**src/dvtu_pkg.sv**
```systemverilog
// Package with constants and types shared by the routing table modules.
package dvtu_pkg;

    localparam int TABLE_DEPTH = 16;
    localparam int IDX_W       = $clog2(TABLE_DEPTH);
    localparam int CNT_W       = $clog2(TABLE_DEPTH + 1);
    localparam int NODE_W      = 8;
    localparam int COST_W      = 14;
    localparam int STATUS_W    = 2;

    localparam logic [COST_W-1:0]   COST_INF    = 14'd9999;
    localparam logic [NODE_W-1:0]   OWN_NODE_RST = 8'd1;

    localparam logic [STATUS_W-1:0] ST_IMPROVED  = 2'd0;
    localparam logic [STATUS_W-1:0] ST_UNCHANGED = 2'd1;
    localparam logic [STATUS_W-1:0] ST_INSERTED  = 2'd2;
    localparam logic [STATUS_W-1:0] ST_FULL      = 2'd3;

    typedef struct packed {
        logic load;
        logic search_step;
        logic list_push;
    } dvtu_cmd_t;

    typedef struct packed {
        logic match;
        logic at_end;
        logic out_free;
    } dvtu_sts_t;

endpackage

```
**src/distance_vector_table_update_top.sv**
```systemverilog
// An advertisement is accepted while idle, then the valid entries are searched in order until
// the destination matches or the last entry is reached, then every valid entry is listed;
// a listing step waits while the output register holds a result that is not yet taken.
// A new advertisement is taken only after the listing of the last one is done, as the
// single table read port is shared by the search and the listing.
// Reset (aresetn low, synchronous): own node 1, one valid entry (own node at cost 0),
// no result pending.
module distance_vector_table_update_top (
    input  logic        aclk,
    input  logic        aresetn,
    input  logic        s_tvalid,
    output logic        s_tready,
    input  logic [23:0] s_tdata,   // dest_node[7:0], link_cost[21:8], zero fill[23:22]
    output logic        m_tvalid,
    input  logic        m_tready,
    output logic [23:0] m_tdata,   // entry_node[7:0], entry_cost[21:8], update_status[23:22]
    output logic        m_tlast,
    input  logic        cfg_valid,
    output logic        cfg_ready,
    input  logic [7:0]  cfg_data
);

    dvtu_pkg::dvtu_cmd_t           cmd;
    dvtu_pkg::dvtu_sts_t           sts;
    logic [dvtu_pkg::NODE_W-1:0]   out_node;
    logic [dvtu_pkg::COST_W-1:0]   out_cost;
    logic [dvtu_pkg::STATUS_W-1:0] out_status;

    assign cfg_ready = 1'b1;

    dvtu_ctrl u_ctrl (
        .aclk     (aclk),
        .aresetn  (aresetn),
        .s_tvalid (s_tvalid),
        .s_tready (s_tready),
        .sts      (sts),
        .cmd      (cmd)
    );

    dvtu_datapath u_datapath (
        .aclk       (aclk),
        .aresetn    (aresetn),
        .cmd        (cmd),
        .sts        (sts),
        .in_dest    (s_tdata[7:0]),
        .in_link    (s_tdata[21:8]),
        .cfg_we     (cfg_valid),
        .cfg_node   (cfg_data),
        .out_ready  (m_tready),
        .out_valid  (m_tvalid),
        .out_node   (out_node),
        .out_cost   (out_cost),
        .out_status (out_status),
        .out_last   (m_tlast)
    );

    assign m_tdata = {out_status, out_cost, out_node};

endmodule

```
**src/dvtu_ctrl.sv**
```systemverilog
// Controller state machine that sequences accept, search and listing.
module dvtu_ctrl (
    input  logic                aclk,
    input  logic                aresetn,
    input  logic                s_tvalid,
    output logic                s_tready,
    input  dvtu_pkg::dvtu_sts_t sts,
    output dvtu_pkg::dvtu_cmd_t cmd
);

    localparam logic [1:0] S_IDLE   = 2'd0;
    localparam logic [1:0] S_SEARCH = 2'd1;
    localparam logic [1:0] S_LIST   = 2'd2;

    logic [1:0] state_reg;
    logic [1:0] state_next;

    always_comb begin
        state_next      = state_reg;
        cmd.load        = 1'b0;
        cmd.search_step = 1'b0;
        cmd.list_push   = 1'b0;
        case (state_reg)
            S_IDLE: begin
                if (s_tvalid) begin
                    cmd.load   = 1'b1;
                    state_next = S_SEARCH;
                end
            end
            S_SEARCH: begin
                cmd.search_step = 1'b1;
                if (sts.match || sts.at_end) begin
                    state_next = S_LIST;
                end
            end
            S_LIST: begin
                if (sts.out_free) begin
                    cmd.list_push = 1'b1;
                    if (sts.at_end) begin
                        state_next = S_IDLE;
                    end
                end
            end
            default: begin
                state_next = S_IDLE;
            end
        endcase
    end

    always_ff @(posedge aclk) begin
        if (!aresetn) begin
            state_reg <= S_IDLE;
        end else begin
            state_reg <= state_next;
        end
    end

    assign s_tready = (state_reg == S_IDLE);

endmodule

```
**src/dvtu_datapath.sv**
```systemverilog
// Datapath holding the routing table, the entry counter and the output register.
module dvtu_datapath (
    input  logic                                aclk,
    input  logic                                aresetn,
    input  dvtu_pkg::dvtu_cmd_t                 cmd,
    output dvtu_pkg::dvtu_sts_t                 sts,
    input  logic [dvtu_pkg::NODE_W-1:0]         in_dest,
    input  logic [dvtu_pkg::COST_W-1:0]         in_link,
    input  logic                                cfg_we,
    input  logic [dvtu_pkg::NODE_W-1:0]         cfg_node,
    input  logic                                out_ready,
    output logic                                out_valid,
    output logic [dvtu_pkg::NODE_W-1:0]         out_node,
    output logic [dvtu_pkg::COST_W-1:0]         out_cost,
    output logic [dvtu_pkg::STATUS_W-1:0]       out_status,
    output logic                                out_last
);

    logic [dvtu_pkg::NODE_W-1:0]   node_reg [dvtu_pkg::TABLE_DEPTH];
    logic [dvtu_pkg::COST_W-1:0]   cost_reg [dvtu_pkg::TABLE_DEPTH];
    logic [dvtu_pkg::NODE_W-1:0]   own_reg;
    logic [dvtu_pkg::CNT_W-1:0]    count_reg;
    logic [dvtu_pkg::IDX_W-1:0]    idx_reg;
    logic [dvtu_pkg::NODE_W-1:0]   dest_reg;
    logic [dvtu_pkg::COST_W-1:0]   offered_reg;
    logic [dvtu_pkg::STATUS_W-1:0] status_reg;
    logic                          out_valid_reg;
    logic [dvtu_pkg::NODE_W-1:0]   out_node_reg;
    logic [dvtu_pkg::COST_W-1:0]   out_cost_reg;
    logic [dvtu_pkg::STATUS_W-1:0] out_status_reg;
    logic                          out_last_reg;

    logic [dvtu_pkg::NODE_W-1:0]   node_rd;
    logic [dvtu_pkg::COST_W-1:0]   cost_rd;
    logic [dvtu_pkg::COST_W-1:0]   offered_in;
    logic                          improve;
    logic                          has_room;

    // Entry zero is this node itself and its cost is always zero.
    always_comb begin
        if (idx_reg == '0) begin
            node_rd = own_reg;
            cost_rd = '0;
        end else begin
            node_rd = node_reg[idx_reg];
            cost_rd = cost_reg[idx_reg];
        end
        offered_in   = (in_link > dvtu_pkg::COST_INF) ? dvtu_pkg::COST_INF : in_link;
        improve      = (offered_reg < cost_rd);
        has_room     = (count_reg < dvtu_pkg::CNT_W'(dvtu_pkg::TABLE_DEPTH));
        sts.match    = (node_rd == dest_reg);
        sts.at_end   = ({1'b0, idx_reg} == (count_reg - dvtu_pkg::CNT_W'(1)));
        sts.out_free = !out_valid_reg || out_ready;
    end

    always_ff @(posedge aclk) begin
        if (!aresetn) begin
            own_reg       <= dvtu_pkg::OWN_NODE_RST;
            count_reg     <= dvtu_pkg::CNT_W'(1);
            idx_reg       <= '0;
            out_valid_reg <= 1'b0;
        end else begin
            if (cfg_we) begin
                own_reg <= cfg_node;
            end
            if (cmd.load) begin
                idx_reg <= '0;
            end else if (cmd.search_step) begin
                if (sts.match || sts.at_end) begin
                    idx_reg <= '0;
                end else begin
                    idx_reg <= idx_reg + dvtu_pkg::IDX_W'(1);
                end
                if (!sts.match && sts.at_end && has_room) begin
                    count_reg <= count_reg + dvtu_pkg::CNT_W'(1);
                end
            end else if (cmd.list_push) begin
                idx_reg <= idx_reg + dvtu_pkg::IDX_W'(1);
            end
            if (cmd.list_push) begin
                out_valid_reg <= 1'b1;
            end else if (out_ready) begin
                out_valid_reg <= 1'b0;
            end
        end
    end

    always_ff @(posedge aclk) begin
        if (cmd.load) begin
            dest_reg    <= in_dest;
            offered_reg <= offered_in;
        end
        if (cmd.search_step) begin
            if (sts.match) begin
                if (improve) begin
                    cost_reg[idx_reg] <= offered_reg;
                    status_reg        <= dvtu_pkg::ST_IMPROVED;
                end else begin
                    status_reg <= dvtu_pkg::ST_UNCHANGED;
                end
            end else if (sts.at_end) begin
                if (has_room) begin
                    node_reg[count_reg[dvtu_pkg::IDX_W-1:0]] <= dest_reg;
                    cost_reg[count_reg[dvtu_pkg::IDX_W-1:0]] <= offered_reg;
                    status_reg                               <= dvtu_pkg::ST_INSERTED;
                end else begin
                    status_reg <= dvtu_pkg::ST_FULL;
                end
            end
        end
        if (cmd.list_push) begin
            out_node_reg   <= node_rd;
            out_cost_reg   <= cost_rd;
            out_status_reg <= status_reg;
            out_last_reg   <= sts.at_end;
        end
    end

    assign out_valid  = out_valid_reg;
    assign out_node   = out_node_reg;
    assign out_cost   = out_cost_reg;
    assign out_status = out_status_reg;
    assign out_last   = out_last_reg;

endmodule

```
**config.mk**
```make
export PLATFORM = sky130hd
export DESIGN_NAME = distance_vector_table_update_top
export DESIGN_NICKNAME = d
export VERILOG_FILES = /design/src/dvtu_pkg.sv /design/src/distance_vector_table_update_top.sv /design/src/dvtu_ctrl.sv /design/src/dvtu_datapath.sv
export SDC_FILE = /design/constraint.sdc
export NUM_CORES = 1
export LEC_CHECK = 0
export BUFFER_PORTS_ARGS = -buffer_cell sky130_fd_sc_hd__buf_2
export CORE_MARGIN = 2
export CORE_UTILIZATION = 65
export DETAILED_ROUTE_END_ITERATION = 8
export GPL_TIMING_DRIVEN = 0
export HOLD_SLACK_MARGIN = 0.06
export PLACE_DENSITY = 0.8
export REMOVE_ABC_BUFFERS = 1
export SETUP_SLACK_MARGIN = 0.15
export SLEW_MARGIN = 20
export SYNTH_ARGS = -nofsm -noshare
export SYNTH_HDL_FRONTEND = slang
export SYNTH_SLANG_ARGS = --single-unit
```
**constraint.sdc**
```tcl
create_clock -name aclk -period 16.55 [get_ports aclk]
set_input_delay 0.8275 -clock aclk [delete_from_list [all_inputs] [get_ports aclk]]
set_output_delay 0.8275 -clock aclk [all_outputs]
set_load 0.005 [all_outputs]
```
==> results.json <==
{
  "run_status": "finished, final reports clean",
  "power_density_nw_per_um2": 139.9,
  "final_min_period_over_clock_period_pct": 32.97,
  "groute.layer.met1.usage_pct": 41.35,
  "combPwrFrac_pct": 18.1,
  "yosys.cell_count.top_type": "edfxtp_1",
  "tns_ns": 0,
  "die_area_sq_um": 28680,
  "syn_area_sq_um": 17770,
  "netlist_top_cells_count": "edfxtp_1, mux2i_1, nand2_1",
  "grt_pass1_wl_um": 59130,
  "cpMaxStageDelayCell": "o32ai_4",
  "regToRegSetupSlack_ns": 11.09,
  "finalSetupViolations": 0,
  "numPlacedInstances": 1425,
  "layoutNonFillerInstCount": 1502,
  "post_cts_resized": 0,
  "fin_area_sq_um": 20250,
  "finalPower_mw": 2.834,
  "critical_path_max_stage_delay_ns": 0.72,
  "clock_tree_from_tritoncts": "done",
  "vdd_ir_drop_max_v": 0.00008829,
  "crit_required_ns": 16.79,
  "share_of_layout_cells_above_drive_strength_1_pct": 24.63,
  "ys_dominant_reg_cell": "edfxtp_1",
  "htree_num_levels": 2,
  "switching_fraction_pct": 27.24,
  "cts.clk_slew.worst_paths_ns": 0.06,
  "vias_per_cell": 6.591,
  "fin_hold_ws_ns": 0.4462,
  "slew_at_the_pin_closest_to_its_max_slew_limit_ns": 1.080,
  "max_cap_viol_count": 0,
  "synth_top_area_cell": "edfxtp_1",
  "antenna_found_initial": 0,
  "synthesis_to_layout_area_growth_pct": 13.96,
  "cts_sinks": 425,
  "cts_made_buffers": 42,
  "design.core.area_sq_um": 26880,
  "ws_path_type": "register to register",
  "die-width_um": 169.3,
  "leakagePower_nw": 6.607,
  "post-dp-hpwl_um": 25080,
  "path_depth": 16,
  "final-hold-violation-count": 0,
  "netlist_top_cells_area": "edfxtp_1, mux4_2, mux2i_1",
  "proportion_of_synthesized_flip_flops_having_asynchronous_set_or_reset_pct": 0,
  "fill_cells": 1469,
  "max_slew_margin_pct": 27.76,
  "dpl_cell_area_sq_um": 18890,
  "worst_setup_path_endpoint": "u_datapath.cost_reg[1][6]$_DFFE_PP_",
  "cp_cell_sequence": "buf_16 > buf_12 > mux4_2 > mux2_2 > o21ai_0 > or2_2 > ha_1 > a21o_1 > a21o_1 > a211oi_1 > nor3_1 > a211oi_1 > o21ai_0 > a311o_2 > o32ai_4 > buf_6",
  "share_clk_of_total_power_pct": 32.9,
  "worstPathMaxFanout": 34,
  "met3_usage_pct": 5.714,
  "gp_routability_congestion": 0.8745,
  "detail_route.wl_per_cell_um": 25.83,
  "max-clock-path-buffers": 3,
  "hold_buffers": 0,
  "power.sequential.fraction_pct": 49.0,
  "p_sw_mw": 0.7720,
  "clock_tree.root_cell": "clkbuf_16",
  "initial_utilization_pct": 66.12,
  "rsz0062_at_grt": "no",
  "port_buffers": 61,
  "timing.hold.worst.class": "register to register",
  "reg_to_reg_end": "u_datapath.cost_reg[1][6]$_DFFE_PP_",
  "arr_time_crit_path_ns": 5.70,
  "gr-usage-met2_pct": 43.21,
  "detailroute.via_count": 9900,
  "drt-initial-drc-count": 1377,
  "drt_pass1_iterations": 6,
  "num_rows": 60,
  "fp.dieH_um": 169.3,
  "grt_remaining_overflow": 0,
  "detail_route.drc_violations": 0,
  "fmax_ghz": 0.1833,
  "worst_r2r_path_depth": 16,
  "fin_nets": 1185,
  "wirelength_um": 38800,
  "syn_inst": 1052,
  "skew_ns": 0.01283,
  "global_route.peak_usage_layer": "met2",
  "synth.yosys.warnings": 0,
  "period_needed_ns": 5.456,
  "worst-path-buf-inv": 3,
  "io_pins": 65,
  "yosysSeqAreaShare_pct": 70.47,
  "internal_power_summed_over_all_cells_mw": 2.062,
  "via_count_of_the_first_global_routing_pass": 9642,
  "critical_path.top_delay_family": "compound AO/OA/AOI/OAI gates",
  "share_of_the_synthesized_area_in_the_top_cell_type_pct": 67.77,
  "synth-edff-count": 401,
  "postSynthRegisterBits": 425,
  "number_of_flip_flops_under_the_largest_register_name": 224,
  "post_cts.repair.setup_buffers": 0,
  "drtAntennaViolNets": 0,
  "syn_avg_cell_area_sq_um": 16.89,
  "grt_max_degree": 40,
  "antennaDiodeCount": 0,
  "worstSetupEndpointType": "register",
  "global_route_usage_sum_pct": 28.01,
  "synth.lib_cells_used.distinct": 63,
  "insertion_delay_ns": 0.53,
  "critPathLaunchType": "register",
  "timing_max_transition_violations_final": 0
}
worst min-delay path by stage:
stage	start	endpoint	slack [ns]	depth (start not counted)
final	u_datapath.status_reg[1]$_SDFFCE_PN0P_	u_datapath.out_status[1]$_DFFE_PP_	0.45	0
after global routing	s_tdata[1]	u_datapath.dest_reg[1]$_DFFE_PP_	0.46	1
after CTS	u_datapath.status_reg[1]$_SDFFCE_PN0P_	u_datapath.out_status[1]$_DFFE_PP_	0.44	0
after detailed placement	u_datapath.status_reg[1]$_SDFFCE_PN0P_	u_datapath.out_status[1]$_DFFE_PP_	0.43	0
after global placement	u_datapath.status_reg[0]$_DFFE_PP_	u_datapath.out_status[0]$_DFFE_PP_	0.43	0
after floorplan	u_datapath.status_reg[0]$_DFFE_PP_	u_datapath.out_status[0]$_DFFE_PP_	0.40	0
power groups by stage:
stage / clock, mW / sequential, mW / combinational [mW]
global placement: 0 / 1.44 / 0.423
finish: 0.932 / 1.39 / 0.513
detailed placement: 0 / 1.41 / 0.503
global route: 0.984 / 1.40 / 0.549
CTS: 0.939 / 1.39 / 0.510
floorplan: 0 / 1.40 / 0.303
worst register-to-register path, cell delays in order (launching register included):
cell      delay, ns
dfxtp_4        0.43
buf_16         0.28
buf_12         0.29
mux4_2         0.56
mux2_2         0.28
o21ai_0        0.19
or2_2          0.17
ha_1           0.26
a21o_1         0.18
a21o_1         0.18
a211oi_1       0.29
nor3_1         0.10
a211oi_1       0.25
o21ai_0        0.12
a311o_2        0.64
o32ai_4        0.72
buf_6          0.25
cells in the final DEF, fill, tap and decap left out, types with 10 or more instances in the layout:
master     instances
nand3_1           29
nand2b_1          14
mux2_2            17
a22oi_1           10
o32ai_4           15
or2_2             13
clkbuf_1          11
mux2i_1           74
edfxtp_1         401
a22o_1            13
nor2b_1           12
nor2_1            27
mux4_2            57
dfxtp_1           20
a21oi_1           11
o21ai_0           30
inv_1             27
clkbuf_16         43
ha_1              20
nand2_1           69
nor3_1            16
buf_2             61
metal layers:
metal,up-vias,part of all wire (%)
met2,604,47
li1,4280,-
met1,4932,39
met5,-,0
met3,84,11
met4,0,2.7
cell type report:
class,count,area [sq um],share of cell area (%)
Clock inverter,20,198.9,0.9824
Timing Repair Buffer,88,735.7,3.633
Tap cell,341,426.7,2.107
Multi-Input combinational cell,542,5090,25.13
Clock buffer,57,1159,5.721
Sequential cell,425,12530,61.88
Inverter,29,108.9,0.5375
stage by stage:
stage / setup WS (ns) / utilization [%]
2_1_floorplan: 8.682 / -
3_3_place_gp: 5.137 / 67.45
3_5_place_dp: 11.25 / 70.30
4_1_cts: 11.13 / 75.35
5_1_grt: 10.87 / 75.35
6_report: 11.09 / 75.35
kinds of logic after synthesis:
| group | synth area share (%) |
|---|---|
| DFF | 70.47 |
| and+or+nand+nor | 6.760 |
| muxes | 12.47 |
| AOI/OAI and AO/OA | 5.372 |
| buffers and inverters | 2.711 |
| adders and majority gates | 1.408 |
| xor gates and xnor gates | 0.7887 |
| other | 0.02110 |
Power figures use the tool's default switching activity.
